`config.mk`:
```
export PLATFORM = sky130hd
export DESIGN_NAME = ip_range_whitelist_classifier
export DESIGN_NICKNAME = d
export VERILOG_FILES = /design/src/sv/iprwl_pkg.sv /design/src/sv/iprwl_ctrl.sv /design/src/sv/iprwl_dp.sv /design/src/sv/ip_range_whitelist_classifier.sv
export VERILOG_INCLUDE_DIRS = /design/src /design/src/sv
export SDC_FILE = /design/constraint.sdc
export NUM_CORES = 2
export LEC_CHECK = 0
export BUFFER_PORTS_ARGS = -buffer_cell sky130_fd_sc_hd__buf_2
export CORE_UTILIZATION = 50
export CTS_BUF_LIST = sky130_fd_sc_hd__clkbuf_4 sky130_fd_sc_hd__clkbuf_8
export CTS_CLUSTER_SIZE = 28
export DETAILED_ROUTE_END_ITERATION = 7
export PLACE_DENSITY = 0.72
export SLEW_MARGIN = 20
export SYNTH_ARGS = -nofsm -noshare
export SYNTH_HDL_FRONTEND = slang
export SYNTH_SLANG_ARGS = --single-unit
export TNS_END_PERCENT = 30
```
`constraint.sdc`:
```
create_clock -name aclk -period 10.6 [get_ports aclk]
set_clock_uncertainty 0.2 [all_clocks]
set_input_delay 2.12 -clock aclk [delete_from_list [all_inputs] [get_ports aclk]]
set_output_delay 2.12 -clock aclk [all_outputs]
set_load 0.01 [all_outputs]
```
`src/sv/ip_range_whitelist_classifier_defines.svh`:
```
// Assertion macros used by the whitelist classifier datapath.
`ifndef IP_RANGE_WHITELIST_CLASSIFIER_DEFINES_SVH
`define IP_RANGE_WHITELIST_CLASSIFIER_DEFINES_SVH

`ifndef ASSERT_OFF
// Same-cycle implication, disabled during reset
`define IPRWL_ASSERT_IMP(lbl, clk, rstn, ante, cons, msg) \
    lbl: assert property (@(posedge clk) disable iff (!rstn) (ante) |-> (cons)) else $error(msg);
// Next-cycle implication, disabled during reset
`define IPRWL_ASSERT_NXT(lbl, clk, rstn, ante, cons, msg) \
    lbl: assert property (@(posedge clk) disable iff (!rstn) (ante) |=> (cons)) else $error(msg);
`else
`define IPRWL_ASSERT_IMP(lbl, clk, rstn, ante, cons, msg)
`define IPRWL_ASSERT_NXT(lbl, clk, rstn, ante, cons, msg)
`endif

`endif

```
`src/sv/iprwl_pkg.sv`:
```
// Types and constants shared by the whitelist classifier controller and datapath.
package iprwl_pkg;

    // Stream widths
    localparam int S_TDATA_W = 144;
    localparam int S_TUSER_W = 6;
    localparam int M_TDATA_W = 96;
    localparam int M_TUSER_W = 4;

    // Request codes
    localparam logic [1:0] REQ_CLASSIFY = 2'd0;
    localparam logic [1:0] REQ_CLEAR    = 2'd1;
    localparam logic [1:0] REQ_APPEND   = 2'd2;

    // List selectors
    localparam logic [1:0] LIST_TCP  = 2'd0;
    localparam logic [1:0] LIST_UDP  = 2'd1;
    localparam logic [1:0] LIST_DHCP = 2'd2;

    // Packet kinds and verdicts
    localparam logic [2:0] KIND_NONE = 3'd0;
    localparam logic [2:0] KIND_TCP  = 3'd1;
    localparam logic [2:0] KIND_UDP  = 3'd2;
    localparam logic [2:0] KIND_DHCP = 3'd3;
    localparam logic [2:0] KIND_ARP  = 3'd4;

    // UDP remote address is reported as a /24
    localparam logic [31:0] UDP_NET_MASK = 32'hFFFF_FF00;

    typedef enum logic [1:0] {
        ST_IDLE,
        ST_SCAN,
        ST_EXEC,
        ST_FINISH
    } state_t;

    // Controller to datapath
    typedef struct packed {
        logic accept;   // latch the incoming request, restart the scan
        logic scan;     // advance the range scan one entry
        logic exec;     // apply clear or append
        logic emit;     // load the result register
    } cmd_t;

    // Datapath to controller
    typedef struct packed {
        logic is_classify;
        logic scan_done;
        logic out_busy;
    } status_t;

endpackage

```
`src/sv/iprwl_ctrl.sv`:
```
// Request sequencer for the whitelist classifier.
module iprwl_ctrl (
    input  logic               aclk,
    input  logic               aresetn,
    input  logic               s_tvalid,
    output logic               s_tready,
    input  iprwl_pkg::status_t status,
    output iprwl_pkg::cmd_t    cmd
);
    import iprwl_pkg::*;

    state_t state_reg;
    state_t state_next;

    // State register
    always_ff @(posedge aclk) begin
        if (!aresetn) begin
            state_reg <= ST_IDLE;
        end else begin
            state_reg <= state_next;
        end
    end

    // Next state and commands
    always_comb begin
        state_next = state_reg;
        cmd        = '0;
        s_tready   = 1'b0;
        case (state_reg)
            ST_IDLE: begin
                // no request is taken while reset is held
                s_tready = aresetn;
                if (s_tvalid && aresetn) begin
                    cmd.accept = 1'b1;
                    state_next = ST_SCAN;
                end
            end
            ST_SCAN: begin
                cmd.scan = 1'b1;
                if (status.scan_done) begin
                    state_next = status.is_classify ? ST_FINISH : ST_EXEC;
                end
            end
            ST_EXEC: begin
                cmd.exec   = 1'b1;
                state_next = ST_FINISH;
            end
            ST_FINISH: begin
                if (!status.out_busy) begin
                    cmd.emit   = 1'b1;
                    state_next = ST_IDLE;
                end
            end
            default: begin
                state_next = ST_IDLE;
            end
        endcase
    end

endmodule

```
`src/sv/iprwl_dp.sv`:
```
// Range tables, list counts, range scan and result register.
`include "ip_range_whitelist_classifier_defines.svh"

module iprwl_dp #(
    parameter int N = 16
) (
    input  logic                             aclk,
    input  logic                             aresetn,
    input  logic [iprwl_pkg::S_TDATA_W-1:0]  s_tdata,
    input  logic [iprwl_pkg::S_TUSER_W-1:0]  s_tuser,
    input  iprwl_pkg::cmd_t                  cmd,
    output iprwl_pkg::status_t               status,
    input  logic                             m_tready,
    output logic                             m_tvalid,
    output logic [iprwl_pkg::M_TDATA_W-1:0]  m_tdata,
    output logic [iprwl_pkg::M_TUSER_W-1:0]  m_tuser
);
    import iprwl_pkg::*;

    localparam int IDX_W     = (N > 1) ? $clog2(N) : 1;
    localparam int CNT_W     = $clog2(N + 1);
    localparam int ADDR_W    = IDX_W + 2;
    localparam int MEM_DEPTH = 3 * (2 ** IDX_W);

    // Latched request
    logic [1:0]  req_type_reg;
    logic [1:0]  list_sel_reg;
    logic [31:0] range_start_reg;
    logic [31:0] range_end_reg;
    logic        parse_ok_reg;
    logic [2:0]  pkt_kind_reg;
    logic [31:0] src_ip_reg;
    logic [31:0] remote_ip_reg;
    logic [7:0]  proto_type_reg;

    always_ff @(posedge aclk) begin
        if (cmd.accept) begin
            req_type_reg    <= s_tuser[1:0];
            parse_ok_reg    <= s_tuser[2];
            pkt_kind_reg    <= s_tuser[5:3];
            list_sel_reg    <= s_tdata[1:0];
            range_start_reg <= s_tdata[33:2];
            range_end_reg   <= s_tdata[65:34];
            src_ip_reg      <= s_tdata[97:66];
            remote_ip_reg   <= s_tdata[129:98];
            proto_type_reg  <= s_tdata[137:130];
        end
    end

    // List counts
    logic [CNT_W-1:0] tcp_cnt_reg;
    logic [CNT_W-1:0] udp_cnt_reg;
    logic [CNT_W-1:0] dhcp_cnt_reg;
    logic [CNT_W-1:0] sel_cnt;
    logic             sel_ok;
    logic             append_ok;
    logic             do_clear;
    logic             do_append;

    always_comb begin
        case (list_sel_reg)
            LIST_TCP:  sel_cnt = tcp_cnt_reg;
            LIST_UDP:  sel_cnt = udp_cnt_reg;
            LIST_DHCP: sel_cnt = dhcp_cnt_reg;
            default:   sel_cnt = '0;
        endcase
        sel_ok    = list_sel_reg inside {LIST_TCP, LIST_UDP, LIST_DHCP};
        append_ok = sel_ok && (sel_cnt < CNT_W'(N));
        do_clear  = cmd.exec && (req_type_reg == REQ_CLEAR) && sel_ok;
        do_append = cmd.exec && (req_type_reg == REQ_APPEND) && append_ok;
    end

    always_ff @(posedge aclk) begin
        if (!aresetn) begin
            tcp_cnt_reg  <= '0;
            udp_cnt_reg  <= '0;
            dhcp_cnt_reg <= '0;
        end else if (do_clear || do_append) begin
            case (list_sel_reg)
                LIST_TCP:  tcp_cnt_reg  <= do_clear ? '0 : tcp_cnt_reg + 1'b1;
                LIST_UDP:  udp_cnt_reg  <= do_clear ? '0 : udp_cnt_reg + 1'b1;
                LIST_DHCP: dhcp_cnt_reg <= do_clear ? '0 : dhcp_cnt_reg + 1'b1;
                default:   ;
            endcase
        end
    end

    // Load status for the result
    logic load_ok_reg;

    always_ff @(posedge aclk) begin
        if (cmd.exec) begin
            load_ok_reg <= (req_type_reg == REQ_CLEAR) ? sel_ok : append_ok;
        end
    end

    // Which list a classify request scans
    logic             scan_en;
    logic [1:0]       scan_list;
    logic [CNT_W-1:0] scan_cnt;
    logic [31:0]      chk_ip;

    always_comb begin
        scan_en   = (req_type_reg == REQ_CLASSIFY) && parse_ok_reg;
        scan_list = LIST_TCP;
        scan_cnt  = '0;
        case (pkt_kind_reg)
            KIND_TCP: begin
                scan_list = LIST_TCP;
                scan_cnt  = scan_en ? tcp_cnt_reg : '0;
            end
            KIND_UDP: begin
                scan_list = LIST_UDP;
                scan_cnt  = scan_en ? udp_cnt_reg : '0;
            end
            KIND_DHCP: begin
                scan_list = LIST_DHCP;
                scan_cnt  = scan_en ? dhcp_cnt_reg : '0;
            end
            default: ;
        endcase
        chk_ip = (pkt_kind_reg == KIND_TCP) ? src_ip_reg : remote_ip_reg;
    end

    // Scan control: one read issued per cycle, compared in the cycle after
    logic [CNT_W-1:0] idx_reg;
    logic             rd_vld_reg;
    logic             hit_reg;
    logic [63:0]      rd_data_reg;
    logic             issue;
    logic             match;

    assign issue = cmd.scan && (idx_reg < scan_cnt) && !hit_reg;
    assign match = rd_vld_reg && (chk_ip >= rd_data_reg[63:32])
                   && (chk_ip <= rd_data_reg[31:0]);

    always_ff @(posedge aclk) begin
        if (!aresetn) begin
            idx_reg    <= '0;
            rd_vld_reg <= 1'b0;
            hit_reg    <= 1'b0;
        end else if (cmd.accept) begin
            idx_reg    <= '0;
            rd_vld_reg <= 1'b0;
            hit_reg    <= 1'b0;
        end else begin
            rd_vld_reg <= issue;
            if (issue) begin
                idx_reg <= idx_reg + 1'b1;
            end
            if (match) begin
                hit_reg <= 1'b1;
            end
        end
    end

    // Range memory: {list, index} addressing, start in the upper word
    logic [63:0]       range_mem [0:MEM_DEPTH-1];
    logic [ADDR_W-1:0] wr_addr;
    logic [ADDR_W-1:0] rd_addr;

    assign wr_addr = {list_sel_reg, sel_cnt[IDX_W-1:0]};
    assign rd_addr = {scan_list, idx_reg[IDX_W-1:0]};

    always_ff @(posedge aclk) begin
        if (do_append) begin
            range_mem[wr_addr] <= {range_start_reg, range_end_reg};
        end
        if (issue) begin
            rd_data_reg <= range_mem[rd_addr];
        end
    end

    // Result fields
    logic [2:0]  verdict;
    logic        whitelisted;
    logic [31:0] reported_ip;
    logic [55:0] station_id;
    logic        id_valid;
    logic        load_ok;
    logic [31:0] masked_ip;

    assign masked_ip = remote_ip_reg & UDP_NET_MASK;

    always_comb begin
        verdict     = KIND_NONE;
        whitelisted = 1'b0;
        reported_ip = '0;
        station_id  = '0;
        id_valid    = 1'b0;
        load_ok     = 1'b0;
        case (req_type_reg)
            REQ_CLASSIFY: begin
                if (parse_ok_reg) begin
                    case (pkt_kind_reg)
                        KIND_TCP, KIND_UDP, KIND_DHCP: begin
                            if (hit_reg) begin
                                whitelisted = 1'b1;
                            end else begin
                                verdict = pkt_kind_reg;
                                if (pkt_kind_reg == KIND_UDP) begin
                                    reported_ip = masked_ip;
                                    station_id  = {proto_type_reg, masked_ip[7:0],
                                                   masked_ip[15:8], masked_ip[23:16],
                                                   masked_ip[31:24], 16'h0000};
                                    id_valid    = 1'b1;
                                end else begin
                                    reported_ip = remote_ip_reg;
                                end
                            end
                        end
                        KIND_ARP: begin
                            verdict     = KIND_ARP;
                            reported_ip = remote_ip_reg;
                        end
                        default: ;
                    endcase
                end
            end
            REQ_CLEAR, REQ_APPEND: begin
                load_ok = load_ok_reg;
            end
            default: ;
        endcase
    end

    // Result register
    logic        out_valid_reg;
    logic [2:0]  verdict_reg;
    logic        whitelisted_reg;
    logic [31:0] reported_ip_reg;
    logic [55:0] station_id_reg;
    logic        id_valid_reg;
    logic        load_ok_out_reg;

    always_ff @(posedge aclk) begin
        if (!aresetn) begin
            out_valid_reg <= 1'b0;
        end else if (cmd.emit) begin
            out_valid_reg <= 1'b1;
        end else if (m_tready) begin
            out_valid_reg <= 1'b0;
        end
    end

    always_ff @(posedge aclk) begin
        if (cmd.emit) begin
            verdict_reg     <= verdict;
            whitelisted_reg <= whitelisted;
            reported_ip_reg <= reported_ip;
            station_id_reg  <= station_id;
            id_valid_reg    <= id_valid;
            load_ok_out_reg <= load_ok;
        end
    end

    assign m_tvalid = out_valid_reg;
    assign m_tdata  = {6'b000000, load_ok_out_reg, station_id_reg, reported_ip_reg,
                       whitelisted_reg};
    assign m_tuser  = {id_valid_reg, verdict_reg};

    // Status
    always_comb begin
        status.is_classify = (req_type_reg == REQ_CLASSIFY);
        status.scan_done   = !rd_vld_reg && ((idx_reg >= scan_cnt) || hit_reg);
        status.out_busy    = out_valid_reg && !m_tready;
    end

    // Checks
    `IPRWL_ASSERT_IMP(a_cnt_bound, aclk, aresetn, 1'b1, (tcp_cnt_reg <= CNT_W'(N)) && (udp_cnt_reg <= CNT_W'(N)) && (dhcp_cnt_reg <= CNT_W'(N)), "list count above capacity")
    `IPRWL_ASSERT_IMP(a_no_overwrite, aclk, aresetn, cmd.emit, !out_valid_reg || m_tready, "result overwritten before taken")
    `IPRWL_ASSERT_IMP(a_id_udp, aclk, aresetn, out_valid_reg && id_valid_reg, verdict_reg == KIND_UDP, "station id on non-udp verdict")
    `IPRWL_ASSERT_IMP(a_load_quiet, aclk, aresetn, out_valid_reg && load_ok_out_reg, (verdict_reg == KIND_NONE) && !whitelisted_reg && !id_valid_reg, "load result carries packet fields")
    `IPRWL_ASSERT_IMP(a_hit_from_read, aclk, aresetn, $rose(hit_reg), $past(rd_vld_reg), "hit without a range read")

endmodule

```
`src/sv/ip_range_whitelist_classifier.sv`:
```
// Top level of the IPv4 range whitelist classifier.
//
//  channel | direction | tdata (low bit up)                        | tuser (low bit up)
//  s_      | request   | list_sel, range_start, range_end, src_ip, | req_type, parse_ok,
//          |           | remote_ip, proto_type, zero pad to 144     | pkt_kind
//  m_      | result    | whitelisted, reported_ip, station_id,      | verdict, id_valid
//          |           | load_ok, zero pad to 96                    |
//
// A classify request scans the list that it checks, one range read a cycle until the fill of
// that list is reached, and a hit ends the scan early. Clear and append requests skip the scan
// reads and apply their change in an execute state.
// Reset clears the list counts and the control state; range entries need no clearing pass.
// A finished result waits in the output register while the next request is taken; a request
// completing while that register is still full holds until the result is taken.
module ip_range_whitelist_classifier #(
    parameter int RANGES_PER_LIST = 16
) (
    input  logic                             aclk,
    input  logic                             aresetn,
    input  logic                             s_tvalid,
    output logic                             s_tready,
    // list_sel, range_start, range_end, src_ip, remote_ip, proto_type
    input  logic [iprwl_pkg::S_TDATA_W-1:0]  s_tdata,
    // req_type, parse_ok, pkt_kind
    input  logic [iprwl_pkg::S_TUSER_W-1:0]  s_tuser,
    output logic                             m_tvalid,
    input  logic                             m_tready,
    // whitelisted, reported_ip, station_id, load_ok
    output logic [iprwl_pkg::M_TDATA_W-1:0]  m_tdata,
    // verdict, id_valid
    output logic [iprwl_pkg::M_TUSER_W-1:0]  m_tuser
);
    import iprwl_pkg::*;

    cmd_t    cmd;
    status_t status;

    iprwl_ctrl u_ctrl (
        .aclk     (aclk),
        .aresetn  (aresetn),
        .s_tvalid (s_tvalid),
        .s_tready (s_tready),
        .status   (status),
        .cmd      (cmd)
    );

    iprwl_dp #(
        .N (RANGES_PER_LIST)
    ) u_dp (
        .aclk     (aclk),
        .aresetn  (aresetn),
        .s_tdata  (s_tdata),
        .s_tuser  (s_tuser),
        .cmd      (cmd),
        .status   (status),
        .m_tready (m_tready),
        .m_tvalid (m_tvalid),
        .m_tdata  (m_tdata),
        .m_tuser  (m_tuser)
    );

endmodule

```
==> Word-level counts from Yosys, hierarchy flattened <==
Memories as Yosys holds them, arrays and structs flattened. A register that Yosys moved wholly into a read port is not among the register bits.
Index checks and enable logic that the tools add are counted.
{ "totals": {"ff_bits": 264, "ramBits": 3072, "input_bits": 154, "out_inout_bits": 102, "word_cells": 122, "mem_count": 1} }
{ "op_classes": {"n_addsub": 4, "magnitude_cmp": 5, "n_eq_ne": 14, "muxes": 34, "bitwise": 5, "reduce_logical": 34} }
{ "mem_list": {"columns": ["name", "depth", "width", "read_ports", "rd_ports_with_merged_regs", "wr", "line_no", "rtl"], "rows": [
  ["u_dp.range_mem", 48, 64, 1, 1, 1, "iprwl_dp.sv:158", "logic [63:0] range_mem [0:MEM_DEPTH-1];"]
]} }
{ "ops": {"columns": ["operator", "count"], "rows": [
  ["32-bit two-way mux", 2],
  ["32-bit case mux with 2 select lines", 1],
  ["32-bit greater-or-equal comparator", 1],
  ["32-bit <= comparator", 1],
  ["5-bit two-way mux", 6],
  ["5-bit case mux with 3 select lines", 2],
  ["5-bit by 1-bit adder with 5-bit output (second input constant)", 4],
  ["1-bit two-way mux", 15],
  ["1-bit logical AND", 13],
  ["2-bit equality test (second input constant)", 4],
  ["8-bit two-way mux", 1],
  ["2-bit case mux with 4 select lines", 1],
  ["2-bit AND reduction", 4],
  ["2-bit by 1-bit equality test with 1-bit output (second input constant)", 3],
  ["3-bit by 2-bit equality test with 1-bit output (second input constant)", 2],
  ["2-bit zero test", 3],
  ["2-bit two-way mux", 3],
  ["3-bit case mux with 2 select lines", 1],
  ["3-bit AND reduction", 2],
  ["5-bit greater-or-equal comparator", 1],
  ["5-bit < comparator", 1],
  ["5-bit < comparator (second input constant)", 1],
  ["1-bit NOT", 5],
  ["5-bit OR reduction", 1],
  ["other kinds (13)", 18]
]} }

==> Longest topological paths before layout <==
{ "logic_depth": {"word_depth": 9, "depth_mapped": 12, "depth_no_buf": 12} }

==> Modules after synthesis <==
Synthesis repeated with hierarchy kept, for this count alone.
{ "hier_totals": {"cells_unflattened": 5693, "area_unflattened_um2": 128933.7} }
{ "by_module_without_submodules": {"columns": ["module", "n_inst", "cells_each", "area_each_um2", "seq_area_each_um2"], "rows": [
  ["iprwl_dp", 1, 5667, 128695.9, 101087.0],
  ["iprwl_ctrl", 1, 26, 237.7, 40.0]
]} }

==> Worst setup path after synthesis <==
Ideal clock, no wire load.
{ "synth_path": {"path_type": "reg-to-reg", "startpoint": "register u_dp.pkt_kind_reg[0]", "endpoint": "register u_ctrl.state_reg[0]", "setup_ns": 0.110, "arrival_ns": 6.485, "required_time_ns": 10.290, "slack_ns": 3.804, "path_stages_with_launch": 11, "path_buffers": 2, "period_less_slack_ns": 6.796, "cell_sequence": "edfxtp_1 -> clkbuf_1 -> clkbuf_1 -> a22o_1 -> nand2_1 -> ha_1 -> a21o_1 -> a21o_1 -> a21oi_1 -> a21boi_0 -> a221oi_1"} }
{ "synth_via": {"elab_chain_len": 7, "elab_cells_between_ends": 9, "cone_classes": "order compare (1); eq/ne (4); mux (1); reduce/logical (3)"} }
{ "synth_rtl": {"columns": ["element", "line_no", "rtl"], "rows": [
  ["start, declared", "iprwl_dp.sv:31", "logic [2:0] pkt_kind_reg;"],
  ["start signal, assigned", "iprwl_dp.sv:40", "pkt_kind_reg <= s_tuser[5:3];"],
  ["3-bit by 2-bit equality test with 1-bit output or 3-bit by 1-bit equality test with 1-bit output (tied branches)", "iprwl_dp.sv:107", "case (pkt_kind_reg)"],
  ["5-bit case mux with 3 select lines (*)", "iprwl_dp.sv:107", null],
  ["5-bit greater-or-equal comparator (*)", "iprwl_dp.sv:265", "status.scan_done = !rd_vld_reg && ((idx_reg >= scan_cnt) || hit_reg);"],
  ["1-bit logical OR (*)", "iprwl_dp.sv:265", null],
  ["1-bit logical AND (*)", "iprwl_dp.sv:265", null],
  ["2-bit inequality test (no source line) (*)", null, null],
  ["3-bit AND reduction (no source line) (*)", null, null],
  ["end signal, assigned", "iprwl_ctrl.sv:20", "state_reg <= state_next;"],
  ["end, declared", "iprwl_ctrl.sv:12", "state_t state_reg;"]
]} }
Every way passes the cells marked *; elsewhere a longest branch is shown, timed or not.
A chain may end at the register's enable or synchronous reset.

==> Worst setup path in the final report <==
{ "layout_path": {"startpoint": "register u_dp.list_sel_reg[0]", "endpoint": "memory u_dp.range_mem[20][12] (enable)"} }
{ "layout_via": {"elab_chain_len": 7, "elab_cells_between_ends": 10, "cone_classes": "order compare (1); eq/ne (2); mux (3); reduce/logical (4)"} }
{ "layout_rtl": {"columns": ["element", "line_no", "rtl"], "rows": [
  ["start, declared", "iprwl_dp.sv:27", "logic [1:0] list_sel_reg;"],
  ["start signal, assigned", "iprwl_dp.sv:41", "list_sel_reg <= s_tdata[1:0];"],
  ["2-bit equality test, or another cell as far along", "iprwl_dp.sv:61, iprwl_dp.sv:67", null],
  ["5-bit case mux with 3 select lines", "iprwl_dp.sv:61", "case (list_sel_reg)"],
  ["5-bit < comparator", "iprwl_dp.sv:68", "append_ok = sel_ok && (sel_cnt < CNT_W'(N));"],
  ["1-bit logical AND", "iprwl_dp.sv:68", null],
  ["1-bit logical AND", "iprwl_dp.sv:70", "do_append = cmd.exec && (req_type_reg == REQ_APPEND) && append_ok;"],
  ["1-bit two-way mux", "iprwl_dp.sv:166", "if (do_append) begin"],
  ["1-bit two-way mux (implied by the code)", "iprwl_dp.sv:167", "range_mem[wr_addr] <= {range_start_reg, range_end_reg};"],
  ["end, declared", "iprwl_dp.sv:158", null]
]} }
Parallel ways exist; a longest one is shown, timed or not.

==> impl_results.md <==
- Status: completed
- Reg-to-Reg Start: u_dp.list_sel_reg[0]$_DFFE_PP_
- Post-synth top area cell: edfxtp_1
- Number of flops mapped to enable cells by yosys: approximately 3400
- Final Total Pwr: about 0.027 W
- Die W: just over 500 um
- 1st-pass router iterations: 5
- Vias in the first global route: roughly 60000
- Layout cells sized above 1: 0.354
- CTS tree: built
- Comb pwr share: 0.034
- Flop-to-flop setup slack: 5.57 ns
- Yosys cell types: ~50
- Max FFs per register: 3072
- Sequential area share after synthesis: 0.784
- First element of the critical path: u_dp.list_sel_reg[0]$_DFFE_PP_
- Leakage: ~45 nW
- Routed Antenna Nets: 0
- Routability Congestion: about 0.85
- Starting density of the core: 0.503
- Worst skew pair latency: about 1.0 ns
- Area grow syn2layout: 13.1%
- Via-to-Cell Ratio: ~6.3
- Worst min-delay path class: register to register
- DRC Markers: 0
- CTS root buffer: clkbuf_8
- Die Span Y: ~510 um
- Crit path max fanout: 29
- CTS H-Tree Depth: 6
- Worst Path Required: 11.01 ns
- Core region area: roughly 260000 um2
- FP Rows: approximately 190
- Period utilization: 0.475
- Max_cap viols: 0
- Worst VDD drop: between 0.00009 and 0.0001 V
- Yosys reg bits: around 3400
- Mapped cell area: ~130000 um2
- Final setup viols: 0
- Yosys top cell area share: 0.780
- Vias: ~62000
- Fin crit period: between 5 and 6 ns
- Crit. End Element: register
- WS Path Type: register to register
- Crit path DAT: about 5.4 ns
- F_max: 0.199 GHz
- Post-synthesis async set-or-reset flop share: 0
- Int Power: 0.0210 W
- Buffers on Ports: roughly 220
- Clock share of power: 0.400
- Post-Syn Instances: 5379
- DR iter-0 viols: around 9000
- Hpwl dp: approximately 170 mm
- FF-to-FF path depth: 6
- CTS Buf Count: 541
- # IOs: 256
- Reg power frac: 0.566
- Clock transition at path regs: around 0.06 ns
- Nature of the critical path startpoint: register
- Worst hold path startpoint: u_dp.proto_type_reg[3]$_DFFE_PP_
- Switching part of the total power: 0.219
- Hold Path End: u_dp.station_id_reg[51]$_SDFFCE_PP0P_
- CTS Sinks: around 3400
- Setup TNS: 0 ns
- Worst hold stages: 1
- Initial antenna violation count: 17
- Post-CTS Hold Fix Bufs: 0
- Global-route wire length before repair: about 450 mm
- Syn_area_per_cell: approximately 24 um2
- Worst slew margin: 0.202
- Drt wl/cell: 32.9 um
- Final-report hold violation count: 0
- Final nets: 6327
- Yosys warns: 0
- Post-CTS Setup Inserts: 0
- R2R Path End: u_dp.range_mem[20][12]$_DFFE_PP_
- Cell Pwr Density: roughly 180 nW/um2
- Final WL: 326 mm
- Switching power total: between 0.005 and 0.006 W
- GRT Overall Usage: 0.249
- Post_cts resized: 0
- Leading post-synthesis cells by cell area: edfxtp_1 (78%), mux4_2 (17%), ha_1 (0.78%), dfxtp_1 (0.39%), clkbuf_1 (0.39%)
- Die ar.: about 260000 um2
- Primary FF master, synth: edfxtp_1
- Pin count of the biggest net entering global routing: 130
- Max clock buf depth: 4
- RSZ-0062 raised after global routing: no
- Remaining Overflow, GRT: 0
- Measured slew at the worst slew-check pin: 1.20 ns
- Max Slew Vio Count: 0
==> power by group through the flow <==
stage               Combinational (W)  Clock, W  Sequential [W]
floorplan                    0.000279         0          0.0156
global placement             0.000711         0          0.0156
detailed placement           0.000782         0          0.0156
CTS                          0.000782    0.0109          0.0153
global route                 0.000978    0.0115          0.0152
finish                       0.000922    0.0107          0.0152
==> how the worst max path moves through the flow <==
stage / to / slack [ns] / depth (start not counted)
4_1_cts: u_dp.range_mem[17][17]$_DFFE_PP_ / 5.61 / 6
3_5_place_dp: u_dp.range_end_reg[9]$_DFFE_PP_ / 5.62 / 4
2_1_floorplan: u_ctrl.state_reg[0]$_SDFFE_PN0P_ / 3.80 / 10
6_report: u_dp.range_mem[20][12]$_DFFE_PP_ / 5.57 / 6
5_1_grt: u_dp.range_mem[20][12]$_DFFE_PP_ / 5.31 / 6
3_3_place_gp: s_tready / 5.63 / 3
==> Yosys cell counts, drive strengths merged, types with 3 or more instances <==
| cell type | count |
|---|---|
| a211oi | 5 |
| a21o | 5 |
| a21oi | 29 |
| a221oi | 3 |
| a22o | 4 |
| a22oi | 28 |
| a31oi | 6 |
| a32oi | 3 |
| and2 | 71 |
| and3 | 6 |
| and4 | 3 |
| buf | 152 |
| clkbuf | 133 |
| dfxtp | 25 |
| edfxtp | 3351 |
| ha | 80 |
| inv | 98 |
| mux2 | 37 |
| mux2i | 45 |
| mux4 | 960 |
| nand2 | 84 |
| nand2b | 8 |
| nand3 | 16 |
| nand4 | 11 |
| nor2 | 81 |
| nor2b | 12 |
| nor3 | 6 |
| nor4 | 5 |
| o21ai | 79 |
| o31ai | 3 |
| xor2 | 9 |
==> metrics by stage <==
| stage | cell area, um2 | utilization | cells | hold WS, ns | setup WS, ns |
|---|---|---|---|---|---|
| 2_1_floorplan | 129000 | - | 5408 | 0.251 | 3.80 |
| 3_3_place_gp | 135000 | 0.526 | 8898 | 0.304 | 5.63 |
| 3_5_place_dp | 135000 | 0.526 | 8906 | 0.308 | 5.62 |
| 4_1_cts | 145000 | 0.566 | 9846 | 0.321 | 5.61 |
| 5_1_grt | 146000 | 0.568 | 9880 | 0.340 | 5.31 |
| 6_report | 146000 | 0.568 | 9885 | 0.317 | 5.57 |
==> routing by layer <==
| layer | vias to the layer above | part of all wire | global-route usage |
|---|---|---|---|
| met5 | - | 0.00022 | 0 |
| met4 | 10 | 0.033 | 0.0825 |
| met3 | 635 | 0.11 | 0.0555 |
| met2 | 4092 | 0.48 | 0.393 |
| met1 | 33153 | 0.37 | 0.348 |
| li1 | 24389 | - | - |
==> kinds of logic after synthesis <==
logic type,after synthesis,share of synthesized area
flip-flops,3376,0.784
multiplexers,1042,0.174
buffers and inverters,383,0.0132
AND/OR/NAND/NOR,309,0.0116
AO/OA/AOI/OAI,178,0.00838
adder cells (fa/ha/maj),80,0.00776
XOR/XNOR,10,0.000679
other,1,0.0000291
==> cell type report <==
cell class / instances / area (um2)
sequential: 3376 / 101000
clock inverter: 220 / 1410
fill: 18113 / 111000
multi-input combinational: 1649 / 26700
timing repair buffer: 427 / 3170
clock buffer: 720 / 8860
antenna: 11 / 27.5
inverter: 98 / 368
tap: 3384 / 4230
==> placed cells by master, fill, tap and decap left out, types with 10 or more instances in the layout <==
| cell type | instances |
|---|---|
| nor2b_1 | 11 |
| mux2i_1 | 45 |
| nand4_1 | 11 |
| buf_12 | 12 |
| nand3_1 | 16 |
| clkbuf_8 | 552 |
| o21ai_1 | 37 |
| dfxtp_1 | 21 |
| nor2_1 | 31 |
| a22oi_1 | 28 |
| clkinv_1 | 131 |
| inv_6 | 17 |
| clkinv_2 | 31 |
| clkbuf_4 | 168 |
| nor2_4 | 50 |
| diode_2 | 11 |
| mux4_2 | 960 |
| buf_8 | 28 |
| clkinvlp_4 | 15 |
| conb_1 | 30 |
| and2_1 | 71 |
| o21ai_0 | 42 |
| a21oi_1 | 27 |
| buf_2 | 219 |
| edfxtp_1 | 3351 |
| inv_1 | 98 |
| mux2_2 | 37 |
| ha_1 | 80 |
| bufinv_16 | 10 |
| buf_4 | 159 |
| nand2_1 | 84 |
==> critical path, stage by stage, from the launching register on <==
cell and delay (ns):
edfxtp_1 0.66, inv_1 0.15, nor4_1 0.68, nand2b_1 0.64, nor2_4 0.74, buf_4 0.74, buf_4 0.71
No activity file was read; power rests on OpenSTA's default activity.
